`config.mk`:
```
export PLATFORM = sky130hd
export DESIGN_NAME = wpsd_ring
export DESIGN_NICKNAME = d
export VERILOG_FILES = /design/src/rtl/wpsd_pkg.sv /design/src/rtl/wpsd_ring.sv
export SDC_FILE = /design/constraint.sdc
export NUM_CORES = 1
export LEC_CHECK = 0
export BUFFER_PORTS_ARGS = -buffer_cell sky130_fd_sc_hd__buf_2
export CAP_MARGIN = 30
export CORE_ASPECT_RATIO = 2
export CORE_MARGIN = 2
export CORE_UTILIZATION = 55
export DETAILED_ROUTE_END_ITERATION = 10
export PLACE_DENSITY = 0.86
export SLEW_MARGIN = 25
export SYNTH_ARGS = -nofsm -noshare
export SYNTH_HDL_FRONTEND = slang
export SYNTH_SLANG_ARGS = --single-unit
```
`constraint.sdc`:
```
create_clock -name clk_i -period 2.55 [get_ports clk_i]
set_input_delay 0.1275 -clock clk_i [delete_from_list [all_inputs] [get_ports clk_i]]
set_output_delay 0.1275 -clock clk_i [all_outputs]
set_load 0.02 [all_outputs]
```
`src/rtl/wpsd_pkg.sv`:
```
package wpsd_pkg;

  localparam int unsigned WINDOW      = 12;
  localparam int unsigned COORD_BITS  = 12;

  localparam int unsigned PTR_BITS    = $clog2(WINDOW);
  localparam int unsigned CNT_BITS    = $clog2(WINDOW + 2);
  localparam int unsigned SUM_BITS    = COORD_BITS + $clog2(WINDOW);
  localparam int unsigned SQ_BITS     = 2 * COORD_BITS + $clog2(WINDOW);
  localparam int unsigned PROD_BITS   = 2 * SUM_BITS;
  localparam int unsigned RING_BITS   = 2 * COORD_BITS;

  localparam int unsigned LIMIT_BITS   = 20;
  localparam int unsigned TIMEOUT_BITS = 16;
  localparam int unsigned N_SQ         = WINDOW * WINDOW;
  localparam int unsigned LIM_SC_BITS  = LIMIT_BITS + $clog2(N_SQ + 1);
  localparam int unsigned CMP_BITS     = (PROD_BITS > LIM_SC_BITS) ? PROD_BITS : LIM_SC_BITS;

  localparam int unsigned LIMIT_RESET   = 16;
  localparam int unsigned TIMEOUT_RESET = 30;

  localparam int unsigned CFG_IDX_BITS  = 2;
  localparam int unsigned CFG_DATA_BITS = LIMIT_BITS;

  localparam logic [CFG_IDX_BITS-1:0] REG_VARIANCE_LIMIT = CFG_IDX_BITS'(0);
  localparam logic [CFG_IDX_BITS-1:0] REG_IDLE_TIMEOUT   = CFG_IDX_BITS'(1);

  localparam logic [CNT_BITS-1:0] CNT_WINDOW = CNT_BITS'(WINDOW);
  localparam logic [CNT_BITS-1:0] CNT_FULL   = CNT_BITS'(WINDOW + 1);
  localparam logic [PTR_BITS-1:0] PTR_LAST   = PTR_BITS'(WINDOW - 1);

  typedef enum logic [3:0] {
    S_IDLE,
    S_MUL_OX,
    S_MUL_OY,
    S_MUL_NX,
    S_MUL_NY,
    S_MUL_SX,
    S_MUL_SY,
    S_CMP_Y,
    S_DONE
  } state_e;

  typedef enum logic [2:0] {
    MUL_OLD_X,
    MUL_OLD_Y,
    MUL_NEW_X,
    MUL_NEW_Y,
    MUL_SUM_X,
    MUL_SUM_Y
  } mul_sel_e;

  typedef struct packed {
    mul_sel_e mul_sel;
    logic     sub_x;
    logic     sub_y;
    logic     add_x;
    logic     add_y;
    logic     cmp_x;
    logic     cmp_y;
    logic     out_load;
    logic     ready;
  } ctrl_t;

endpackage

```
`src/rtl/wpsd_ring.sv`:
```
module wpsd_ring
  import wpsd_pkg::*;
(
  input  logic                 clk_i,
  input  logic                 we_i,
  input  logic [PTR_BITS-1:0]  waddr_i,
  input  logic [RING_BITS-1:0] wdata_i,
  input  logic                 re_i,
  input  logic [PTR_BITS-1:0]  raddr_i,
  output logic [RING_BITS-1:0] rdata_o
);

  logic [RING_BITS-1:0] mem [WINDOW];
  logic [RING_BITS-1:0] rdata_q;

  always_ff @(posedge clk_i) begin
    if (we_i) begin
      mem[waddr_i] <= wdata_i;
    end
  end

  always_ff @(posedge clk_i) begin
    if (re_i) begin
      rdata_q <= mem[raddr_i];
    end
  end

  assign rdata_o = rdata_q;

endmodule

```
==> metrics.md <==
| Metric | Value |
|---|---|
| ANT cells | 0 |
| Die width | 107.1 µm |
| Slew HR | 48.01% |
| Std-Cell Rows | 75 |
| Synth area leaders | edfxtp_1 80%, mux4_2 7.5%, mux2i_1 4.1% |
| Slew @ Worst Pin | 0.7799 ns |
| Number of flops mapped to enable cells by yosys | 312 |
| Multi-input logic area | 2143 µm² |
| Largest net degree at the start of global routing | 49 |
| Worst VDD drop | 0.5318 mV |
| Die extent in y | 210.3 µm |
| Unique masters post-synth | 20 |
| Post-CTS Resized | 0 |
| Ys async rst share | 0% |
| CP arrival | 1.98 ns |
| Htree depth | 1 |
| # DRC | 0 |
| Die area | 22530 µm² |
| Syn Nets | 539 |
| Area Overhead vs Synth | 15.14% |
| Max-cap viol count | 0 |
| Share of layout cells above drive strength 1 | 27.19% |
| Sequential power share | 57.5% |
| Total power divided by cell area | 751.7 nW/µm² |
| Total grt overflow | 0 |
| Top-count cell post-synth | edfxtp_1 |
| Post-layout util | 64.38% |
| Minimum clock period | 1.729 ns |
| Vias per cell | 6.310 |
| Initial antenna violation count | 0 |
| Filler cells | 1299 |
| Most frequent cells after synthesis | 312 x edfxtp_1, 48 x mux2i_1, 39 x mux4_2 |
| Worst-skew pair later-pin latency | 0.54 ns |
| Leading area contributor after synthesis | edfxtp_1 |
| Fin. Hold Viols | 0 |
| First-pass GRT wire length | 37430 µm |
| Clock-pin slew on the worst setup and hold paths | 0.07 ns |
| Part of the cycle the worst path needs | 67.82% |
| TNS Setup | 0 ns |
| Post-detailed-route count of antenna-violating nets | 0 |
| Sequential-to-total area share from yosys stat | 80.07% |
| Num Clock Sinks | 312 |
| Total area of sequential cells | 9369 µm² |
| Avg Inst Size Synth | 23.22 µm² |
| DRT Pass-1 Iters | 5 |
| Synth Flop Type | edfxtp_1 |
| Syn. warnings | 0 |
| Vias in the first global route | 5867 |
| Worst Skew | 0.01849 ns |
| Kind of critical path | reg -> reg |
| RSZ-0062 raised after global routing | no |
| Post-Synthesis Cells | 504 |
| Initial Utilization | 55.92% |
| Worst EP required | 2.80 ns |
| Worst Hold Class | in -> reg |
| Pint | 8.053 mW |
| Worst Path Max Fanout | 1 |
| Max Freq | 0.5782 GHz |
| GRT Resource Usage Total | 23.47% |
| Slew Limit Fails | 0 |
| GP Congestion | 0.7406 |
| Nets | 649 |
| Io pins | 59 |
| Clock Path Buffers | 3 |
| TritonCTS Buffers | 24 |
| Clk pwr share | 36.9% |
| Leakage | 4.475 nW |
| Via count | 5666 |
| Root buf cell | clkbuf_16 |
| Detailed Place HPWL | 13260 µm |
| Worst Setup Slack, final | 0.8206 ns |
| Net Sw Frac | 20.48% |
| Crit start category | register |
| CTS tree | done |
| Net Sw Power | 2.075 mW |
| WL/cell | 28.34 µm |
| Total Wirelength | 25450 µm |
| Initial DRC count | 609 |
| Setup Viol. Count Final | 0 |
| Critical Path End Type | register |
| Area share of the largest cell type after synthesis | 80.07% |
| Syn Std Cell Area | 11700 µm² |
| Register bit total from synthesis | 312 |
| Core Area | 20930 µm² |
| Status | completed |
| # port buffers | 58 |
| Setup WS pre-CTS | 0.4519 ns |
| Combinational power share | 5.6% |
[state kept, by name, indices dropped and copies added, names as in the netlist]
name and count:
rdata_o 24, mem 288
[logic make-up after synthesis]
group	synth area share, %
AND/OR/NAND/NOR	0.9303
multiplexers	13.63
flip-flops	80.07
buffers and inverters	2.032
AO/OA/AOI/OAI	3.336
[per-stage QoR]
step / total power [mW] / cell area, µm² / cells / hold WS (ns)
5_1_grt: 10.37 / 13470 / 898 / 0.08350
3_3_place_gp: 6.423 / 12460 / 833 / 0.4253
6_report: 10.13 / 13470 / 898 / 0.07791
4_1_cts: 10.15 / 13470 / 898 / 0.05381
3_5_place_dp: 6.462 / 12460 / 833 / 0.4576
2_1_floorplan: 6.242 / 11710 / 504 / 0.2264
[worst max-delay path, cell delays in order, from the launching register on]
cell and delay, ns:
edfxtp_1 0.41, mux4_1 0.54, a22oi_1 0.30, o221ai_1 0.20
[repair_timing]
item,in CTS,in global routing
hold endpoints to repair,288,0
hold buffers,24,0
setup buffers,0,0
[area by class of cell]
type                            instances  area share (%)
Clock buffer                           28           4.569
Clock inverter                         13           1.133
Multi-Input combinational cell        166           15.91
Sequential cell                       312           69.54
Tap cell                              269           2.498
Timing Repair Buffer                  110           6.352
[power groups by stage]
stage	sequential, mW	clock, mW	combinational (mW)
final	5.82	3.74	0.571
after global routing	5.83	3.94	0.609
after CTS	5.82	3.77	0.570
after detailed placement	5.93	0	0.534
after global placement	5.92	0	0.506
after floorplan	5.96	0	0.284
[path summary, 6_finish.rpt]
| kind | startpoint | endpoint | slack [ns] | cells past startpoint |
|---|---|---|---|---|
| setup / recovery | mem[0][14] | rdata_o[14] | 0.82 | 3 |
| hold / removal | waddr_i[1] | mem[0][19] | 0.08 | 2 |
| setup reg to reg | mem[0][14] | rdata_o[14] | 0.82 | 3 |
| hold reg to reg | mem[8][21] | rdata_o[21] | 0.64 | 2 |
[placed cells by master, fill, tap and decap left out, types with 2 or more instances in the layout]
cell type,n
dlygate4sd3_1,24
buf_4,20
nor3_2,2
bufinv_16,3
o221ai_1,24
nor2_2,10
clkinv_2,2
clkbuf_1,4
buf_12,9
mux2i_1,48
nand2b_1,3
buf_2,57
mux4_2,39
clkinv_1,5
nand2_1,2
clkbuf_16,24
mux4_1,9
edfxtp_1,312
nand3b_1,2
a22oi_1,24
[metal layers]
metal  vias to the layer above  part of all wire [%]  global-route usage, %
met1                      2865                    33                  28.23
met2                       351                    53                  40.42
met4                         0                   5.0                  12.45
li1                       2374                     -                      -
met5                         -                     0                      0
met3                        76                   8.6                  3.711
(Power assumes the default switching activity.)
