**src/rtl/wpsd_pkg.sv**
```systemverilog
package wpsd_pkg;

  localparam int unsigned WINDOW      = 12;
  localparam int unsigned COORD_BITS  = 12;

  localparam int unsigned PTR_BITS    = $clog2(WINDOW);
  localparam int unsigned CNT_BITS    = $clog2(WINDOW + 2);
  localparam int unsigned SUM_BITS    = COORD_BITS + $clog2(WINDOW);
  localparam int unsigned SQ_BITS     = 2 * COORD_BITS + $clog2(WINDOW);
  localparam int unsigned PROD_BITS   = 2 * SUM_BITS;
  localparam int unsigned RING_BITS   = 2 * COORD_BITS;

  localparam int unsigned LIMIT_BITS   = 20;
  localparam int unsigned TIMEOUT_BITS = 16;
  localparam int unsigned N_SQ         = WINDOW * WINDOW;
  localparam int unsigned LIM_SC_BITS  = LIMIT_BITS + $clog2(N_SQ + 1);
  localparam int unsigned CMP_BITS     = (PROD_BITS > LIM_SC_BITS) ? PROD_BITS : LIM_SC_BITS;

  localparam int unsigned LIMIT_RESET   = 16;
  localparam int unsigned TIMEOUT_RESET = 30;

  localparam int unsigned CFG_IDX_BITS  = 2;
  localparam int unsigned CFG_DATA_BITS = LIMIT_BITS;

  localparam logic [CFG_IDX_BITS-1:0] REG_VARIANCE_LIMIT = CFG_IDX_BITS'(0);
  localparam logic [CFG_IDX_BITS-1:0] REG_IDLE_TIMEOUT   = CFG_IDX_BITS'(1);

  localparam logic [CNT_BITS-1:0] CNT_WINDOW = CNT_BITS'(WINDOW);
  localparam logic [CNT_BITS-1:0] CNT_FULL   = CNT_BITS'(WINDOW + 1);
  localparam logic [PTR_BITS-1:0] PTR_LAST   = PTR_BITS'(WINDOW - 1);

  typedef enum logic [3:0] {
    S_IDLE,
    S_MUL_OX,
    S_MUL_OY,
    S_MUL_NX,
    S_MUL_NY,
    S_MUL_SX,
    S_MUL_SY,
    S_CMP_Y,
    S_DONE
  } state_e;

  typedef enum logic [2:0] {
    MUL_OLD_X,
    MUL_OLD_Y,
    MUL_NEW_X,
    MUL_NEW_Y,
    MUL_SUM_X,
    MUL_SUM_Y
  } mul_sel_e;

  typedef struct packed {
    mul_sel_e mul_sel;
    logic     sub_x;
    logic     sub_y;
    logic     add_x;
    logic     add_y;
    logic     cmp_x;
    logic     cmp_y;
    logic     out_load;
    logic     ready;
  } ctrl_t;

endpackage

```
**src/rtl/wpsd_mul.sv**
```systemverilog
module wpsd_mul
  import wpsd_pkg::*;
(
  input  logic                 clk_i,
  input  logic [SUM_BITS-1:0]  a_i,
  input  logic [SUM_BITS-1:0]  b_i,
  output logic [PROD_BITS-1:0] prod_o
);

  logic [PROD_BITS-1:0] prod_q;

  always_ff @(posedge clk_i) begin
    prod_q <= PROD_BITS'(a_i) * PROD_BITS'(b_i);
  end

  assign prod_o = prod_q;

endmodule

```
**config.mk**
```make
export PLATFORM = sky130hd
export DESIGN_NAME = wpsd_mul
export DESIGN_NICKNAME = d
export VERILOG_FILES = /design/src/rtl/wpsd_pkg.sv /design/src/rtl/wpsd_mul.sv
export SDC_FILE = /design/constraint.sdc
export NUM_CORES = 1
export LEC_CHECK = 0
export BUFFER_PORTS_ARGS = -buffer_cell sky130_fd_sc_hd__buf_2
export CORE_ASPECT_RATIO = 0.6
export CORE_MARGIN = 8
export CORE_UTILIZATION = 60
export CTS_CLUSTER_DIAMETER = 30
export CTS_CLUSTER_SIZE = 12
export DETAILED_ROUTE_END_ITERATION = 16
export MAX_ROUTING_LAYER = met4
export PLACE_DENSITY = 0.79
export SETUP_SLACK_MARGIN = 0.5
export SLEW_MARGIN = 30
export SYNTH_ARGS = -nofsm -noshare
export SYNTH_HDL_FRONTEND = slang
export SYNTH_SLANG_ARGS = --single-unit
```
**constraint.sdc**
```tcl
create_clock -name clk_i -period 13.65 [get_ports clk_i]
set_clock_uncertainty 0.15 [all_clocks]
set_input_delay 0.6825 -clock clk_i [delete_from_list [all_inputs] [get_ports clk_i]]
set_output_delay 0.6825 -clock clk_i [all_outputs]
set_load 0.05 [all_outputs]
```
==> impl_metrics.csv, run 1 <==
group,metric,value,unit
sta,clock.fmax,0.1659,GHz
critical_path,cp_common_cell,"fa_1",
floorplan,die_w,176.7,um
detailed_routing,drt_iter0_drc,332,
synthesis,synth_xor_area_share,2.542,%
synthesis,synthArstFlopShare,0,%
global_route,grtUsageTotal,22.69,%
critical_path,end_kind,"register",
global_route,grt_pass1_wl,35470,um
job,cap_violations,0,
synthesis,synth_top_area_share,41.75,%
placement,dp_hpwl,17480,um
synthesis,synth_flop_cell,"dfxtp_1",
finish,syn2layout_area_growth,5.677,%
finish,drive_above_1_share,7.598,%
sta,rsz0062_at_grt,"false",
synthesis,synth_area_per_cell,8.978,sq um
critical_path,cp_top_family,"adder cells",
synthesis,synth_top_family_by_area,"adder cells",
sta,setup_tns,0,ns
synthesis,syn_inst,1036,
critical_path,path_cells,"buf_2, nand2_1, fa_1, inv_1, fa_1, inv_1, fa_1, inv_1, fa_1, fa_1, inv_1, fa_1, inv_1, ha_1, nand3_1, a21oi_1, nor3_2, o221ai_1, a22oi_1, xnor2_1",
clock_network,post-cts-setup-buffers,0,
detailed_routing,routed_wl,21070,um
synthesis,synth.most_common_cell,"inv_1",
clock_network,clock-sinks,32,
synthesis,synth_fa_ha_area_share,55.74,%
sta,slew_viol_final,0,
clock_network,cts_made_buffers,5,
detailed_routing,vias,6966,
floorplan,pin_count,65,
placement,dp_cells,1262,
critical_path,crit_slowest_cell,"fa_1",
sta,final.min_clock_period,6.028,ns
global_route,antenna_found_initial,0,
run_status,status,"finished clean",
floorplan,rows,35,
clock_network,cts.path.max_buffers,2,
clock_network,root_buffer,"clkbuf_16",
finish,largest_reg_flops,32,
synthesis,synth.top_cells.by_count,"224 x inv_1, 194 x fa_1, 151 x nand2_1",
clock_network,tritoncts,"done",
critical_path,critPathKind,"input port to register",
sta,worst_slew_pin_slew,0.5351,ns
finish,fin_nets,1397,
detailed_routing,firstDrtPassIters,5,
finish,fill_cells,1333,
global_route,grt_overflow,0,
critical_path,cp_max_fo,16,
synthesis,synth_compound_area_share,6.161,%
sta,timing.final.ws_setup,7.622,ns
placement,gp_congestion,0.9087,
critical_path,start_kind,"input port",
clock_network,cts_resized,0,
synthesis,ys_seq_area_share,6.887,%
synthesis,synthesis.area,0.009301,sq mm
global_route,grt_max_degree,17,
clock_network,ctsHoldBuffers,0,
synthesis,synthesis.nets,1367,
floorplan,initial_utilization,61.03,%
critical_path,worstPathArrival,6.05,ns
finish,diodes,0,
critical_path,cpPeakStageDelay,0.57,ns
placement,pre_cts_ws,7.418,ns
min_path,worstHoldPathType,"input port to register",
sta,setup_violations,0,
sta,hold-worst-slack,0.6448,ns
critical_path,path_buf_inv,6,
synthesis,synth_area_leaders,"fa_1 42%, ha_1 14%, inv_1 9.0%",
synthesis,yosysWarnings,0,
clock_network,clkTransAtPathRegs,0.06,ns
sta,relSlewSlack,64.33,%
detailed_routing,drc_errors,0,
detailed_routing,wire_per_inst,16.60,um
detailed_routing,antenna_left,0,
placement,portBuffers,64,
sta,finalHoldViolCount,0,
detailed_routing,viasPerCell,5.489,
synthesis,yosys.area.top_type,"fa_1",
synthesis,synth_edf_count,0,
sta,period_share,44.16,%
finish,instances_no_fill,1269,
floorplan,die_y,112.4,um
synthesis,ys_types,47,
clock_network,htreeDepth,2,
floorplan,dieArea,0.01987,sq mm
critical_path,worstPathRequired,13.67,ns
synthesis,synth-seq-cells,32,
global_route,grt_pass1_vias,7126,
floorplan,core-area,0.01524,sq mm
synthesis,synthSimpleGateAreaFrac,17.65,%
synthesis,synthMuxAreaShare,0,%
==> final timing paths <==
check	slack, ns	from	to	cells after the start
worst max-delay path	7.62	a_i[7]	prod_o[28]	20
worst min-delay path	0.64	a_i[0]	prod_o[0]	2
==> layer usage <==
layer / global-route usage (%) / routed length [um]
met4: 2.175 / 129
met2: 34.12 / 9519
met3: 4.257 / 1668
met5: - / 0
met1: 32.61 / 9747
==> cell type report <==
class                      count  area [sq um]  share of cell area (%)
multi-input combinational    739          7636                   77.69
inverter                     224         840.8                   8.554
sequential                    32         640.6                   6.517
timing repair buffer          64         320.3                   3.259
tap                          203         254.0                   2.584
clock buffer                   5         125.1                   1.273
clock inverter                 2         12.51                  0.1273
==> per-stage QoR <==
stage / util [%] / instance area (sq um)
2_1_floorplan: - / 9301
3_3_place_gp: 63.60 / 9692
3_5_place_dp: 63.60 / 9692
4_1_cts: 64.50 / 9829
5_1_grt: 64.50 / 9829
6_report: 64.50 / 9829
==> cells by family after synthesis <==
logic type / Yosys count
AOI/OAI and AO/OA: 84
xor gates and xnor gates: 27
adders and majority gates: 298
buffers and inverters: 265
DFF: 32
and+or+nand+nor: 330
==> placed cells by master (no fill, tap or decap), types with 10 or more instances in the layout <==
cell type  synthesis  final
nor2_1            15     15
a21oi_1           21     21
ha_1             104    104
fa_1             194    194
xnor2_1           19     19
and2_1           126    126
a21o_1            10     10
dfxtp_1           32     32
buf_2              3     64
inv_1            224    224
nand2_1          151    151
Power of run 1 is not shown: default switching activity piles up to over one toggle a cycle in this logic, so the estimate is an artifact.
==> run 2: changes to the inputs <==
--- a/config.mk
+++ b/config.mk
@@ -8,12 +8,12 @@
 export BUFFER_PORTS_ARGS = -buffer_cell sky130_fd_sc_hd__buf_2
 export CORE_ASPECT_RATIO = 0.6
 export CORE_MARGIN = 8
-export CORE_UTILIZATION = 60
+export CORE_UTILIZATION = 58
 export CTS_CLUSTER_DIAMETER = 30
 export CTS_CLUSTER_SIZE = 12
 export DETAILED_ROUTE_END_ITERATION = 16
 export MAX_ROUTING_LAYER = met4
-export PLACE_DENSITY = 0.79
+export PLACE_DENSITY = 0.8
 export SETUP_SLACK_MARGIN = 0.5
 export SLEW_MARGIN = 30
 export SYNTH_ARGS = -nofsm -noshare
==> constraint.sdc (replaced) <==
create_clock -name clk_i -period 5.3 [get_ports clk_i]
set_clock_uncertainty 0.15 [all_clocks]
set_input_delay 0.265 -clock clk_i [delete_from_list [all_inputs] [get_ports clk_i]]
set_output_delay 0.265 -clock clk_i [all_outputs]
set_load 0.05 [all_outputs]
==> run 2 against run 1 <==
Against the previous run:
- utilization increased by 7.6 points
- global-route usage increased by 3.9 points
- wire length increased by 22%
==> impl_metrics.csv, run 2 (synthesized netlist as in run 1, its figures left out) <==
group,metric,value,unit
detailed_routing,drt_iter0_drc,878,
clock_network,htreeDepth,2,
finish,register_area,640.6,sq um
sta,finalHoldViolCount,0,
detailed_routing,routed_wl,25600,um
clock_network,root_buffer,"clkbuf_16",
finish,fin_nets,1522,
floorplan,die_w,179.5,um
critical_path,setup.worst_path.start,"b_i[5]",
finish,syn2layout_area_growth,23.66,%
finish,diodes,0,
global_route,grtUsageTotal,26.55,%
global_route,grt_pass1_vias,8137,
sta,final.min_clock_period,5.140,ns
detailed_routing,viasPerCell,5.480,
detailed_routing,drc_errors,0,
finish,final_area,0.01150,sq mm
detailed_routing,vias,7678,
sta,period_share,96.98,%
sta,setup_violations,0,
floorplan,pin_count,65,
run_status,status,"finished clean",
placement,portBuffers,64,
placement,gp_congestion,0.9443,
finish,largest_reg_flops,32,
floorplan,initial_utilization,58.33,%
placement,place_area,0.01072,sq mm
floorplan,rows,36,
detailed_routing,wire_per_inst,18.27,um
global_route,grt_pass1_wl,42540,um
clock_network,clkTransAtPathRegs,0.06,ns
sta,rsz0062_at_grt,"true",
clock_network,cts_made_buffers,5,
global_route,grt_overflow,0,
global_route,antenna_found_initial,0,
finish,fill_cells,1075,
critical_path,worstPathArrival,5.22,ns
placement,dp_hpwl,20740,um
floorplan,dieArea,0.02048,sq mm
clock_network,cts.path.max_buffers,2,
sta,setup_tns,0,ns
clock_network,ctsHoldBuffers,0,
job,cap_violations,0,
finish,multi_input_area,0.008172,sq mm
clock_network,clock-sinks,32,
finish,layout_commonest_cell,"inv_1",
detailed_routing,firstDrtPassIters,5,
sta,clock.fmax,0.1945,GHz
sta,slew_viol_final,0,
min_path,worstHoldPathType,"input port to register",
critical_path,cp_max_fo,15,
critical_path,critPathKind,"input port to register",
critical_path,crit_end,"prod_o[31]",
finish,drive_above_1_share,25.67,%
floorplan,core-area,0.01595,sq mm
critical_path,worstPathRequired,5.38,ns
critical_path,start_kind,"input port",
floorplan,die_y,114.1,um
finish,layout_common_cells,"214 x inv_1, 175 x fa_1, 146 x nand2_1",
detailed_routing,antenna_left,0,
finish,instances_no_fill,1401,
sta,relSlewSlack,58.08,%
global_route,grt_max_degree,17,
clock_network,tritoncts,"done",
critical_path,end_kind,"register",
sta,worst_slew_pin_slew,0.6250,ns
placement,dp_cells,1374,
[run 2: changes by cell type in the layout (fill, tap and decap cells not counted), sizes merged]
cell    delta
buf      +121
bufinv     +1
clkbuf     +4
[run 2: stage by stage]
step,hold slack (ns),util [%],setup WS (ns)
final,0.2618,72.14,0.1599
after detailed placement,0.5570,67.26,-0.2402
after floorplan,0.2367,-,0.07060
after global placement,0.5468,67.26,-0.1881
after global routing,0.2811,72.14,0.03598
after CTS,0.2521,70.97,0.1863
[run 2: per-layer routing]
metal / up-vias / routed length [um] / global-route usage (%)
li1: 3427 / - / -
met1: 3854 / 11380 / 36.83
met2: 367 / 11300 / 39.52
met3: 30 / 2597 / 6.844
met4: 0 / 325 / 4.146
met5: - / 0 / -
[run 2: layout make-up]
class | count | area share, %
Multi-Input combinational cell | 739 | 71.04
Clock buffer | 5 | 1.088
Timing Repair Buffer | 189 | 12.35
Tap cell | 209 | 2.273
Clock inverter | 3 | 0.3698
Sequential cell | 32 | 5.569
Inverter | 224 | 7.310
[run 2: how the worst min path moves through the flow]
stage / from / end / slack, ns / depth (start not counted)
final: b_i[0] / prod_o[0] / 0.26 / 2
after global routing: b_i[0] / prod_o[0] / 0.28 / 2
after CTS: b_i[0] / prod_o[0] / 0.25 / 2
after global placement: b_i[0] / prod_o[0] / 0.55 / 2
after floorplan: a_i[0] / prod_o[0] / 0.24 / 1
after detailed placement: b_i[0] / prod_o[0] / 0.56 / 2
[run 2: worst max-delay path: stages]
cell and delay (ns):
buf_6 0.14, and2_1 0.19, fa_1 0.53, inv_1 0.06, fa_2 0.54, fa_2 0.44
fa_2 0.57, inv_2 0.05, fa_1 0.50, inv_2 0.04, fa_1 0.50, inv_2 0.05
ha_4 0.29, nand2_1 0.06, o211a_1 0.24, nor3_4 0.21, o21bai_2 0.13, a31oi_1 0.25
xnor2_1 0.14
[run 2: repair_timing]
item                                    CTS  global route
resized for setup                        84            39
buffers inserted                         12             7
endpoints found under the hold margin     0             0
pin swaps                                29            30
endpoints found under the setup margin   20            21
Power of run 2 is left out for the same reason.
==> run 3: changes to the inputs <==
--- a/config.mk
+++ b/config.mk
@@ -13,7 +13,7 @@
 export CTS_CLUSTER_SIZE = 12
 export DETAILED_ROUTE_END_ITERATION = 16
 export MAX_ROUTING_LAYER = met4
-export PLACE_DENSITY = 0.8
+export PLACE_DENSITY = 0.85
 export SETUP_SLACK_MARGIN = 0.5
 export SLEW_MARGIN = 30
 export SYNTH_ARGS = -nofsm -noshare
==> run 3 against run 2 <==
Against the previous run:
- die area stayed put
- fmax down 1.3%
- via count up 0.77%
- cell count shrank 0.57%
- critical path type unchanged
==> impl_metrics.csv, run 3 (synthesized netlist as in run 1, its figures left out) <==
group,metric,value,unit
clock_network,root_buffer,"clkbuf_16",
floorplan,initial_utilization,58.33,%
sta,finalHoldViolCount,0,
detailed_routing,wire_per_inst,19.09,um
sta,period_share,98.26,%
detailed_routing,drt_iter0_drc,712,
finish,drive_above_1_share,26.20,%
finish,register_area,640.6,sq um
critical_path,cp_max_fo,10,
sta,clock.fmax,0.1920,GHz
global_route,grt_pass1_vias,8349,
floorplan,die_w,179.5,um
floorplan,pin_count,65,
clock_network,clock-sinks,32,
floorplan,die_y,114.1,um
finish,layout_common_cells,"211 x inv_1, 175 x fa_1, 143 x nand2_1",
global_route,grtUsageTotal,27.77,%
global_route,grt_overflow,0,
critical_path,start_kind,"input port",
critical_path,worstPathArrival,5.24,ns
finish,finish.utilization,72.52,%
sta,setup_violations,0,
placement,pre_cts_ws,-0.3293,ns
floorplan,dieArea,0.02048,sq mm
placement,portBuffers,64,
clock_network,htreeDepth,2,
sta,setup_tns,0,ns
sta,timing.final.ws_setup,0.09225,ns
floorplan,core-area,0.01595,sq mm
critical_path,end_kind,"register",
detailed_routing,drc_errors,0,
floorplan,rows,36,
critical_path,critPathKind,"input port to register",
global_route,antenna_found_initial,1,
finish,instances_no_fill,1393,
finish,fill_cells,1023,
global_route,grt_pass1_wl,43930,um
finish,syn2layout_area_growth,24.32,%
detailed_routing,routed_wl,26590,um
clock_network,ctsHoldBuffers,0,
placement,gp_congestion,0.9483,
placement,dp_cells,1371,
sta,slew_viol_final,0,
clock_network,tritoncts,"done",
clock_network,cts_made_buffers,5,
finish,layout_commonest_cell,"inv_1",
finish,largest_reg_flops,32,
finish,fin_nets,1513,
detailed_routing,viasPerCell,5.554,
finish,multi_input_area,0.008222,sq mm
detailed_routing,vias,7737,
min_path,whs_path_depth,2,
sta,final.min_clock_period,5.208,ns
placement,dp_hpwl,21220,um
clock_network,cts.path.max_buffers,2,
run_status,status,"finished clean",
sta,worst_slew_pin_slew,0.5940,ns
clock_network,clkTransAtPathRegs,0.06,ns
detailed_routing,antenna_left,0,
sta,rsz0062_at_grt,"true",
detailed_routing,firstDrtPassIters,5,
critical_path,worstPathRequired,5.33,ns
job,cap_violations,0,
min_path,worstHoldPathType,"input port to register",
global_route,grt_max_degree,17,
sta,relSlewSlack,60.16,%
run 3: cell types whose count changed in the layout (fill, tap and decap cells not counted), sizes merged:
cell,before,now
clkinv,1,0
buf,185,180
bufinv,1,0
clkbuf,9,7
diode,0,1
run 3: worst max-delay path: stages:
cell and delay (ns):
buf_2 0.14, buf_4 0.20, nand2_1 0.11, fa_1 0.52
fa_1 0.53, inv_1 0.07, fa_1 0.62, fa_1 0.51
fa_1 0.49, ha_1 0.29, ha_1 0.33, and2_1 0.20
buf_4 0.13, a221o_1 0.35, a31oi_4 0.18, a31oi_2 0.12
xor2_1 0.15
run 3: final cells by class:
cell class | instances | area share, %
Multi-Input combinational cell | 739 | 71.10
Timing Repair Buffer | 180 | 12.51
Inverter | 224 | 7.271
Tap cell | 209 | 2.261
Sequential cell | 32 | 5.540
Antenna cell | 1 | 0.02164
Clock inverter | 1 | 0.06492
Clock buffer | 7 | 1.233
run 3: metrics by stage:
| stage | hold slack, ns | area [sq um] |
|---|---|---|
| after floorplan | 0.2367 | 9709 |
| after global placement | 0.5515 | 10710 |
| after detailed placement | 0.5588 | 10710 |
| after CTS | 0.2603 | 11390 |
| after global routing | 0.2985 | 11560 |
| final | 0.2733 | 11560 |
run 3: metal layers:
layer	share of wire [%]	wire, um	global-route usage, %	vias to the layer above
li1	-	-	-	3413
met1	42	11080	36.04	3838
met2	45	11940	41.83	435
met3	12	3144	9.537	51
met4	1.6	422	6.025	0
met5	0	0	-	-
run 3: timing repair:
item,4_1_cts,5_1_grt
pin swaps,45,20
endpoints found under the setup margin,21,21
buffers inserted,8,4
cloned,1,0
gates resized for setup,114,38
run 3: path summary, 6_finish.rpt:
kind / start / end
hold / removal: b_i[0] / prod_o[0]
setup / recovery: a_i[13] / prod_o[27]
Power of run 3 is left out for the same reason.
