[config.mk]
export PLATFORM = sky130hd
export DESIGN_NAME = wpsd_ctrl
export DESIGN_NICKNAME = d
export VERILOG_FILES = /design/src/rtl/wpsd_pkg.sv /design/src/rtl/wpsd_ctrl.sv
export SDC_FILE = /design/constraint.sdc
export NUM_CORES = 1
export LEC_CHECK = 0
export BUFFER_PORTS_ARGS = -buffer_cell sky130_fd_sc_hd__buf_4
export CORE_AREA = 2 2 39 41
export DETAILED_ROUTE_END_ITERATION = 6
export DIE_AREA = 0 0 41 43
export PLACE_DENSITY_LB_ADDON = 0.25
export SLEW_MARGIN = 20
export SYNTH_ARGS = -nofsm -noshare
export SYNTH_HDL_FRONTEND = slang
export SYNTH_SLANG_ARGS = --single-unit
[constraint.sdc]
create_clock -name clk_i -period 3.2 [get_ports clk_i]
set_input_delay 0.64 -clock clk_i [delete_from_list [all_inputs] [get_ports clk_i]]
set_output_delay 0.64 -clock clk_i [all_outputs]
set_load 0.05 [all_outputs]
[src/rtl/wpsd_pkg.sv]
package wpsd_pkg;

  localparam int unsigned WINDOW      = 12;
  localparam int unsigned COORD_BITS  = 12;

  localparam int unsigned PTR_BITS    = $clog2(WINDOW);
  localparam int unsigned CNT_BITS    = $clog2(WINDOW + 2);
  localparam int unsigned SUM_BITS    = COORD_BITS + $clog2(WINDOW);
  localparam int unsigned SQ_BITS     = 2 * COORD_BITS + $clog2(WINDOW);
  localparam int unsigned PROD_BITS   = 2 * SUM_BITS;
  localparam int unsigned RING_BITS   = 2 * COORD_BITS;

  localparam int unsigned LIMIT_BITS   = 20;
  localparam int unsigned TIMEOUT_BITS = 16;
  localparam int unsigned N_SQ         = WINDOW * WINDOW;
  localparam int unsigned LIM_SC_BITS  = LIMIT_BITS + $clog2(N_SQ + 1);
  localparam int unsigned CMP_BITS     = (PROD_BITS > LIM_SC_BITS) ? PROD_BITS : LIM_SC_BITS;

  localparam int unsigned LIMIT_RESET   = 16;
  localparam int unsigned TIMEOUT_RESET = 30;

  localparam int unsigned CFG_IDX_BITS  = 2;
  localparam int unsigned CFG_DATA_BITS = LIMIT_BITS;

  localparam logic [CFG_IDX_BITS-1:0] REG_VARIANCE_LIMIT = CFG_IDX_BITS'(0);
  localparam logic [CFG_IDX_BITS-1:0] REG_IDLE_TIMEOUT   = CFG_IDX_BITS'(1);

  localparam logic [CNT_BITS-1:0] CNT_WINDOW = CNT_BITS'(WINDOW);
  localparam logic [CNT_BITS-1:0] CNT_FULL   = CNT_BITS'(WINDOW + 1);
  localparam logic [PTR_BITS-1:0] PTR_LAST   = PTR_BITS'(WINDOW - 1);

  typedef enum logic [3:0] {
    S_IDLE,
    S_MUL_OX,
    S_MUL_OY,
    S_MUL_NX,
    S_MUL_NY,
    S_MUL_SX,
    S_MUL_SY,
    S_CMP_Y,
    S_DONE
  } state_e;

  typedef enum logic [2:0] {
    MUL_OLD_X,
    MUL_OLD_Y,
    MUL_NEW_X,
    MUL_NEW_Y,
    MUL_SUM_X,
    MUL_SUM_Y
  } mul_sel_e;

  typedef struct packed {
    mul_sel_e mul_sel;
    logic     sub_x;
    logic     sub_y;
    logic     add_x;
    logic     add_y;
    logic     cmp_x;
    logic     cmp_y;
    logic     out_load;
    logic     ready;
  } ctrl_t;

endpackage

[src/rtl/wpsd_ctrl.sv]
module wpsd_ctrl
  import wpsd_pkg::*;
(
  input  logic  clk_i,
  input  logic  rst_ni,
  input  logic  accept_i,
  input  logic  blob_i,
  input  logic  out_free_i,
  output ctrl_t ctrl_o
);

  state_e state_q, state_d;

  always_ff @(posedge clk_i or negedge rst_ni) begin
    if (!rst_ni) begin
      state_q <= S_IDLE;
    end else begin
      state_q <= state_d;
    end
  end

  always_comb begin
    state_d = state_q;
    unique case (state_q)
      S_IDLE: begin
        if (accept_i) begin
          state_d = blob_i ? S_MUL_OX : S_DONE;
        end
      end
      S_MUL_OX: state_d = S_MUL_OY;
      S_MUL_OY: state_d = S_MUL_NX;
      S_MUL_NX: state_d = S_MUL_NY;
      S_MUL_NY: state_d = S_MUL_SX;
      S_MUL_SX: state_d = S_MUL_SY;
      S_MUL_SY: state_d = S_CMP_Y;
      S_CMP_Y:  state_d = S_DONE;
      S_DONE: begin
        if (out_free_i) begin
          state_d = S_IDLE;
        end
      end
      default:  state_d = S_IDLE;
    endcase
  end

  always_comb begin
    ctrl_o         = '0;
    ctrl_o.mul_sel = MUL_OLD_X;
    unique case (state_q)
      S_IDLE:   ctrl_o.ready = 1'b1;
      S_MUL_OX: ctrl_o.mul_sel = MUL_OLD_X;
      S_MUL_OY: begin
        ctrl_o.mul_sel = MUL_OLD_Y;
        ctrl_o.sub_x   = 1'b1;
      end
      S_MUL_NX: begin
        ctrl_o.mul_sel = MUL_NEW_X;
        ctrl_o.sub_y   = 1'b1;
      end
      S_MUL_NY: begin
        ctrl_o.mul_sel = MUL_NEW_Y;
        ctrl_o.add_x   = 1'b1;
      end
      S_MUL_SX: begin
        ctrl_o.mul_sel = MUL_SUM_X;
        ctrl_o.add_y   = 1'b1;
      end
      S_MUL_SY: begin
        ctrl_o.mul_sel = MUL_SUM_Y;
        ctrl_o.cmp_x   = 1'b1;
      end
      S_CMP_Y:  ctrl_o.cmp_y = 1'b1;
      S_DONE:   ctrl_o.out_load = out_free_i;
      default:  ctrl_o.ready = 1'b0;
    endcase
  end

endmodule
==> results.py, run 1 <==
metrics = {
    "run_status": {
        "status": "finished, final reports clean",
    },
    "worst_setup_path": {
        "endpoint_kind": "output port",
        "cpPeakStageDelay_ns": 0.53,
        "worstPathRequired_ns": 2.56,
        "crit_buf_inv": 1,
        "crit_family": "flip-flops",
        "arrival_ns": 1.50,
        "crit_slowest_cell": "dfrtp_1",
        "start_kind": "flop",
        "crit_chain": "nand2_2, or2_1, a21oi_1, buf_4",
        "cp_max_fo": 9,
        "worstSetupPathType": "reg2out",
    },
    "synth": {
        "synth_common_cells": "8 x nor2_1, 4 x dfrtp_1, 4 x nand2_1, 4 x nor3_1, 3 x a21oi_1",
        "ys_types": 18,
        "synth_area_um2": 294.0,
        "yosys-top-cells-area": "dfrtp_1 34%, nor2_1 10%, nor3_1 6.8%, a21oi_1 5.1%, nand2_1 5.1%",
        "synth.top_cell.area_share": 0.3404,
        "avgSynthCellArea_um2": 7.738,
        "async_flop_share": 1.000,
        "seq_area_frac_synth": 0.3404,
        "synth_top_area_cell": "dfrtp_1",
        "syn_inst": 38,
        "yosys_register_bits": 4,
        "yosysWarnings": 0,
        "synth_nets": 43,
        "synth-edff-count": 0,
        "ys.flop_type": "dfrtp_1",
        "synth_most_common_cell": "nor2_1",
    },
    "grt": {
        "antenna_found_initial": 0,
        "grt_pass1_vias": 250,
        "grt_pass1_wl_mm": 1.062,
        "grt.overflow.total": 0,
        "grt_usage": 0.09137,
        "grt_max_degree": 13,
    },
    "layout": {
        "num_antenna_cells": 0,
        "final_cells": 68,
        "fin_util": 0.3038,
        "layout-drive-gt1-share": 0.4038,
        "area_delta_synth_final_pct": 42.98,
        "top_regs": "state_q (4)",
        "regMostFlops": "state_q",
        "nNetsFinal": 59,
        "final_cell_area_um2": 420.4,
        "largest_register_ffs": 4,
    },
    "clock_network": {
        "cts_tree": "done",
        "hold_buffers": 0,
        "cts_buffer_depth": 2,
        "cts_sinks": 4,
        "cts_root_buf": "clkbuf_4",
        "path_clk_slew_ns": 0.04,
        "clkLatencyLatePin_ns": 0.24,
        "h-tree-depth": 1,
        "ctsResizeCount": 0,
        "cts_setup_buffers": 0,
        "numCtsBuffers": 3,
    },
    "place": {
        "dp_hpwl_um": 493,
        "placed_area_um2": 397.9,
        "dp.cells": 65,
        "routabilityCongestion": 0.6617,
        "port_buffers": 15,
    },
    "timing": {
        "rsz0062_at_grt": "no",
        "tightest_slew_ns": 0.3359,
        "fin_tns_setup_ns": 0,
        "skew_ns": 0.007149,
        "hold_viol_final": 0,
        "slew_violations": 0,
        "slew_headroom": 0.7760,
        "min_period_over_period": 0.6674,
        "period_needed_ns": 2.136,
        "setup-violations-final": 0,
        "fmax_mhz": 468.3,
    },
    "floorplan": {
        "initial_core_util": 0.2125,
        "fp-row-count": 14,
        "fp.dieH_um": 43,
        "coreArea_um2": 1384,
        "num_io_pins": 16,
        "die_x_um": 41,
        "die-area_um2": 1763,
    },
    "detailed_routing": {
        "wl_per_cell_um": 9.971,
        "vias": 293,
        "drt-total-wl_um": 678,
        "detail-route-antenna-nets": 0,
        "firstDrtPassIters": 3,
        "drt-initial-drc-count": 3,
        "avgViaCountPerCell": 4.309,
        "remaining_drc_errors": 0,
    },
    "hold_path": {
        "hold_class": "in2async",
    },
    "job": {
        "drv_cap": 0,
    },
}
-- worst reg2reg max path: cells and delay by family (launching register included) --
| family | cells | cell delay [ns] |
|---|---|---|
| DFF | 1 | 0.53 |
| AOI/OAI and AO/OA | 1 | 0.13 |
| and+or+nand+nor | 2 | 0.39 |
-- metal layers --
metal / up-vias / share of wire / track usage
met3: 0 / 0.066 / 0.03141
met1: 126 / 0.50 / 0.1350
met4: 0 / 0 / 0.06000
li1: 156 / - / -
met2: 11 / 0.43 / 0.1063
met5: - / 0 / 0
-- cell usage in the layout (no fill, tap or decap), drive strengths merged --
cell / synthesis / layout
nand2b: 2 / 2
xnor2: 1 / 1
dfrtp: 4 / 4
o22ai: 1 / 1
a21oi: 3 / 3
nor3: 4 / 4
nor4: 1 / 1
or3: 1 / 1
nand2: 5 / 5
a211oi: 1 / 1
nor3b: 1 / 1
or2: 1 / 1
nor2b: 1 / 1
buf: 4 / 15
nor2: 8 / 8
clkbuf: 0 / 3
-- path summary, 6_finish.rpt --
check                           start          to  slack (ns)  depth (start not counted)
setup / recovery           state_q[1]   ctrl_o[9]        1.06                          4
hold / removal                 rst_ni  state_q[1]        0.19                          1
setup reg to reg           state_q[1]  state_q[2]        2.08                          3
hold reg to reg            state_q[3]  state_q[2]        0.64                          1
max in group asynchronous      rst_ni  state_q[3]        2.90                          1
min in group clk_i         state_q[3]  state_q[2]        0.64                          1
-- stage by stage --
stage / worst slack [ns] / hold WS [ns]
5_1_grt: 0.9187 / 0.1825
6_report: 1.064 / 0.1888
4_1_cts: 1.045 / 0.1797
2_1_floorplan: 0.5213 / 0.3444
3_3_place_gp: 1.293 / 0.4370
3_5_place_dp: 1.307 / 0.4368
-- cells by family after synthesis --
group | count (synthesis) | synth area share
DFF | 4 | 0.3404
and+or+nand+nor | 24 | 0.4128
xor gates and xnor gates | 1 | 0.02979
buffers and inverters | 4 | 0.09788
AOI/OAI and AO/OA | 5 | 0.1191
-- layout make-up --
class                   instances  area, um2
well taps                      16      20.02
fillers                       159      963.4
clock buffers                   3      22.52
multi-input cells              30      165.2
flip-flops and latches          4      100.1
repair buffers                 15      112.6
Power of run 1 is not shown: default switching activity piles up to over one toggle a cycle in this logic, so the estimate is an artifact.
==> run 2, diff against run 1 <==
==> constraint.sdc (replaced) <==
create_clock -name clk_i -period 2.2 [get_ports clk_i]
set_input_delay 0.44 -clock clk_i [delete_from_list [all_inputs] [get_ports clk_i]]
set_output_delay 0.44 -clock clk_i [all_outputs]
set_load 0.05 [all_outputs]
==> run 2 against run 1 <==
Against the previous run:
- sequential cell count stayed put
- first-iteration DRC count is 100% lower
- register-to-register slack got worse by 1.0 ns
- hold slack gained 0.29 ns
- sequential share of layout area decreased by 1.1 points
- critical endpoint unchanged
==> results.py, run 2 (synthesis results as in run 1) <==
metrics = {
    "timing": {
        "min_period_over_period": 0.8960,
        "hold_viol_final": 0,
        "slew_headroom": 0.7598,
        "period_needed_ns": 1.971,
        "skew_ns": 0.005718,
        "rsz0062_at_grt": "no",
        "tightest_slew_ns": 0.3603,
        "setup-violations-final": 0,
        "fmax_mhz": 507.3,
        "setup_slack_ns": 0.2288,
        "slew_violations": 0,
        "fin_tns_setup_ns": 0,
    },
    "grt": {
        "antenna_found_initial": 0,
        "grt_pass1_vias": 252,
        "grt_pass1_wl_mm": 1.055,
        "grt_usage": 0.08954,
        "grt_max_degree": 13,
        "grt.overflow.total": 0,
    },
    "worst_setup_path": {
        "cp_max_fo": 9,
        "start_kind": "flop",
        "endpoint_kind": "output port",
        "rrSetupSlack_ns": 1.04,
        "arrival_ns": 1.53,
        "worstSetupPathType": "reg2out",
        "worstPathRequired_ns": 1.76,
    },
    "detailed_routing": {
        "drt-initial-drc-count": 0,
        "wl_per_cell_um": 9.913,
        "drt-total-wl_um": 684,
        "detail-route-antenna-nets": 0,
        "avgViaCountPerCell": 4.464,
        "remaining_drc_errors": 0,
        "firstDrtPassIters": 1,
        "vias": 308,
    },
    "floorplan": {
        "fp.dieH_um": 43,
        "initial_core_util": 0.2125,
        "num_io_pins": 16,
        "fp-row-count": 14,
        "die-area_um2": 1763,
        "die_x_um": 41,
        "coreArea_um2": 1384,
    },
    "layout": {
        "largest_register_ffs": 4,
        "num_antenna_cells": 0,
        "mostFrequentLayoutCells": "15 x buf_4, 8 x nor2_1, 4 x nor3_1, 4 x nand2_1, 4 x dfrtp_1",
        "seq_area_um2": 100.1,
        "nNetsFinal": 60,
        "regMostFlops": "state_q",
        "fillCellCount": 161,
        "area_delta_synth_final_pct": 50.21,
        "top_regs": "state_q (4)",
        "layout-drive-gt1-share": 0.4340,
        "multiInputGateArea_um2": 176.4,
        "layout.cells.most_common": "buf_4",
    },
    "place": {
        "routabilityCongestion": 0.6377,
        "pre_cts_ws_ns": 0.4817,
        "dp_hpwl_um": 499.5,
        "port_buffers": 15,
    },
    "clock_network": {
        "path_clk_slew_ns": 0.04,
        "clkLatencyLatePin_ns": 0.24,
        "numCtsBuffers": 3,
        "cts_sinks": 4,
        "cts_buffer_depth": 2,
        "cts_tree": "done",
        "cts_root_buf": "clkbuf_4",
        "ctsResizeCount": 0,
        "hold_buffers": 1,
        "h-tree-depth": 1,
        "cts_setup_buffers": 0,
    },
    "run_status": {
        "status": "finished, final reports clean",
    },
    "job": {
        "drv_cap": 0,
    },
    "hold_path": {
        "hold_class": "in2reg",
    },
}
==> run 2: cell count changes in the layout (fill, tap and decap cells not counted) <==
| cell | before | now |
|---|---|---|
| dlygate4sd3_1 | 0 | 1 |
| nor3b_1 | 1 | 0 |
| nor3b_2 | 0 | 1 |
| nor4_1 | 1 | 0 |
| nor4_2 | 0 | 1 |
==> run 2: final timing paths <==
check | startpoint | endpoint | cells past startpoint
setup / recovery | state_q[1] | ctrl_o[9] | 4
hold / removal | blob_i | state_q[0] | 3
setup reg to reg | state_q[1] | state_q[2] | 3
hold reg to reg | state_q[0] | state_q[0] | 1
max in group asynchronous | rst_ni | state_q[3] | 2
min in group asynchronous | rst_ni | state_q[2] | 2
==> run 2: per-layer routing <==
layer | share of wire | track usage
met1 | 0.49 | 0.1392
met2 | 0.43 | 0.09688
met3 | 0.079 | 0.06283
met4 | 0 | 0.02000
met5 | 0 | 0
==> run 2: metrics by stage <==
| step | instance area [um2] | cells | hold WS [ns] | util |
|---|---|---|---|---|
| CTS | 441.7 | 69 | 0.4735 | 0.3192 |
| global route | 441.7 | 69 | 0.4789 | 0.3192 |
| global placement | 409.1 | 65 | 0.2375 | 0.2957 |
| floorplan | 305.3 | 38 | 0.1444 | - |
| detailed placement | 409.1 | 65 | 0.2378 | 0.2957 |
| finish | 441.7 | 69 | 0.4801 | 0.3192 |
==> run 2: layout make-up <==
type,instances,area share
multi-input combinational,30,0.3994
timing repair buffer,16,0.2776
sequential,4,0.2266
clock buffer,3,0.05099
tap,16,0.04533
==> run 2: critical path, cell delays in order (launching register included) <==
cell	delay (ns)
dfrtp_1	0.55
nand2_2	0.15
or2_1	0.25
a21oi_1	0.13
buf_4	0.22
Power of run 2 is left out for the same reason.
==> run 3, diff against run 2 <==
--- a/config.mk
+++ b/config.mk
@@ -5,6 +5,7 @@
 export SDC_FILE = /design/constraint.sdc
 export NUM_CORES = 1
 export LEC_CHECK = 0
+export ABC_AREA = 1
 export BUFFER_PORTS_ARGS = -buffer_cell sky130_fd_sc_hd__buf_4
 export CORE_AREA = 2 2 39 41
 export DETAILED_ROUTE_END_ITERATION = 6
==> run 3 against run 2 <==
Against the previous run:
- synthesized cell count is 21% higher
- register-to-register slack better by 0.05 ns
- setup slack better by 0.23 ns
- sequential cell count stayed put
- sequential share of layout area is 1.5 points lower
- core utilization is 2.3 points higher
- clock-buffer cell count stayed put
- fmax is 13% higher
==> results.py, run 3 <==
metrics = {
    "synth": {
        "muxShareOfSynthArea": 0,
        "synth-compound-area-share": 0.07724,
        "synth_most_common_cell": "inv_1",
        "async_flop_share": 1.000,
        "synth_area_um2": 307.8,
        "yosysWarnings": 0,
        "yosys_register_bits": 4,
        "yosys-top-cells-area": "dfrtp_1 33%, inv_1 12%, nand2_1 11%, nor2_2 8.1%, nor2_4 7.3%",
        "synth-xor-area-share": 0,
        "avgSynthCellArea_um2": 6.691,
        "synthSimpleGateAreaFrac": 0.4634,
        "synth.top_cell.area_share": 0.3252,
        "synth-adder-area-share": 0,
        "syn_inst": 46,
        "synth_common_cells": "10 x inv_1, 9 x nand2_1",
        "synth_top_family_by_area": "simple AND/OR/NAND/NOR gates",
        "synth_top_area_cell": "dfrtp_1",
        "seq_area_frac_synth": 0.3252,
        "ys.flop_type": "dfrtp_1",
        "synth_nets": 51,
        "ys_types": 15,
        "synth-edff-count": 0,
    },
    "clock_network": {
        "cts_root_buf": "clkbuf_4",
        "numCtsBuffers": 3,
        "cts_buffer_depth": 2,
        "h-tree-depth": 1,
        "cts_tree": "done",
        "ctsResizeCount": 0,
        "clkLatencyLatePin_ns": 0.23,
        "cts_sinks": 4,
        "path_clk_slew_ns": 0.04,
    },
    "worst_setup_path": {
        "cp.depth": 4,
        "reg2regPathDepth": 4,
        "crit_slowest_cell": "dfrtp_1",
        "crit_buf_inv": 2,
        "start_kind": "flop",
        "cpPeakStageDelay_ns": 0.44,
        "crit_chain": "nor2_4, inv_1, o21ai_1, buf_4",
        "r2r_end": "state_q[3]",
        "arrival_ns": 1.30,
        "worstSetupPathType": "reg2out",
        "endpoint_kind": "output port",
        "rrSetupSlack_ns": 1.09,
        "startpoint": "state_q[3]",
        "worstPathRequired_ns": 1.76,
        "crit_family": "flip-flops",
        "endpoint": "ctrl_o[9]",
        "r2r-start": "state_q[0]",
        "cp_max_fo": 6,
    },
    "job": {
        "drv_cap": 0,
    },
    "place": {
        "dp_hpwl_um": 568.5,
        "routabilityCongestion": 0.7014,
        "port_buffers": 15,
    },
    "timing": {
        "min_period_over_period": 0.7895,
        "rsz0062_at_grt": "no",
        "fin_tns_setup_ns": 0,
        "slew_headroom": 0.8403,
        "fmax_mhz": 575.8,
        "setup-violations-final": 0,
        "slew_violations": 0,
        "tightest_slew_ns": 0.2392,
        "skew_ns": 0.003237,
        "period_needed_ns": 1.737,
        "hold_viol_final": 0,
    },
    "layout": {
        "layout.cells.most_common": "buf_4",
        "nNetsFinal": 72,
        "top_regs": "state_q (4)",
        "area_delta_synth_final_pct": 53.66,
        "mostFrequentLayoutCells": "15 x buf_4, 10 x inv_1, 9 x nand2_1",
        "regMostFlops": "state_q",
        "largest_register_ffs": 4,
        "layout-drive-gt1-share": 0.4000,
        "num_antenna_cells": 0,
    },
    "grt": {
        "grt_pass1_wl_mm": 1.248,
        "antenna_found_initial": 0,
        "grt_usage": 0.1088,
        "grt_max_degree": 7,
        "grt.overflow.total": 0,
        "grt_pass1_vias": 292,
    },
    "detailed_routing": {
        "wl_per_cell_um": 8.333,
        "avgViaCountPerCell": 4.198,
        "detail-route-antenna-nets": 0,
        "remaining_drc_errors": 0,
        "drt-total-wl_um": 675,
        "vias": 340,
        "drt-initial-drc-count": 0,
        "firstDrtPassIters": 1,
    },
    "run_status": {
        "status": "finished, final reports clean",
    },
    "floorplan": {
        "num_io_pins": 16,
        "coreArea_um2": 1384,
        "die_x_um": 41,
        "fp-row-count": 14,
        "die-area_um2": 1763,
        "initial_core_util": 0.2224,
        "fp.dieH_um": 43,
    },
    "hold_path": {
        "hold_class": "in2async",
    },
}
==> run 3: changes by cell type after synthesis, sizes merged, moves of 4 or more <==
cell	previous run	this run
nand3	0	4
nand2	5	10
nor3	4	0
buf	4	0
inv	0	11
==> run 3: how the worst min path moves through the flow <==
| stage | slack [ns] | end | depth (start not counted) | startpoint |
|---|---|---|---|---|
| after detailed placement | 0.24 | state_q[2] | 1 | rst_ni |
| after global routing | 0.55 | state_q[3] | 4 | out_free_i |
| final | 0.54 | state_q[1] | 2 | rst_ni |
| after floorplan | 0.14 | state_q[0] | 0 | rst_ni |
| after global placement | 0.24 | state_q[2] | 1 | rst_ni |
| after CTS | 0.53 | state_q[1] | 2 | rst_ni |
==> run 3: final cells by class <==
cell class,instances,area (um2)
timing repair buffer,16,122.6
tap,16,20.02
inverter,11,41.29
clock buffer,3,22.52
multi-input combinational,31,166.4
fill,166,910.9
sequential,4,100.1
==> run 3: worst reg2reg max path, cell delays in order (launching register included) <==
cell,delay [ns]
dfrtp_1,0.40
nor2_2,0.24
nand4_1,0.18
nand3_1,0.12
nand2_1,0.05
==> run 3: repair_timing <==
| item | 4_1_cts | 5_1_grt |
|---|---|---|
| setup buffers | 0 | 0 |
| hold endpoints to repair | 4 | 0 |
| hold buffers | 1 | 0 |
==> run 3: logic make-up (layout without fill, tap and decap cells) <==
group,count (synthesis),in the layout
AND/OR/NAND/NOR,27,27
buffers and inverters,11,30
AO/OA/AOI/OAI,4,4
flip-flops,4,4
==> run 3: metal layers <==
metal,up-vias,GRT usage,wire length [um]
met4,0,0.08000,0
li1,181,-,-
met5,-,0,0
met2,7,0.1313,340
met3,0,0.04712,29
met1,152,0.1461,306
==> run 3: stage by stage <==
step           utilization  cells  hold slack [ns]  setup WS, ns  instance area [um2]
2_1_floorplan            -     46           0.1444        0.3169                307.8
3_3_place_gp        0.3183     77           0.2396        0.6769                440.4
3_5_place_dp        0.3183     77           0.2403        0.6895                440.4
4_1_cts             0.3418     81           0.5334        0.4397                473.0
5_1_grt             0.3418     81           0.5489        0.3413                473.0
6_report            0.3418     81           0.5406        0.4632                473.0
Power of run 3 is left out for the same reason.
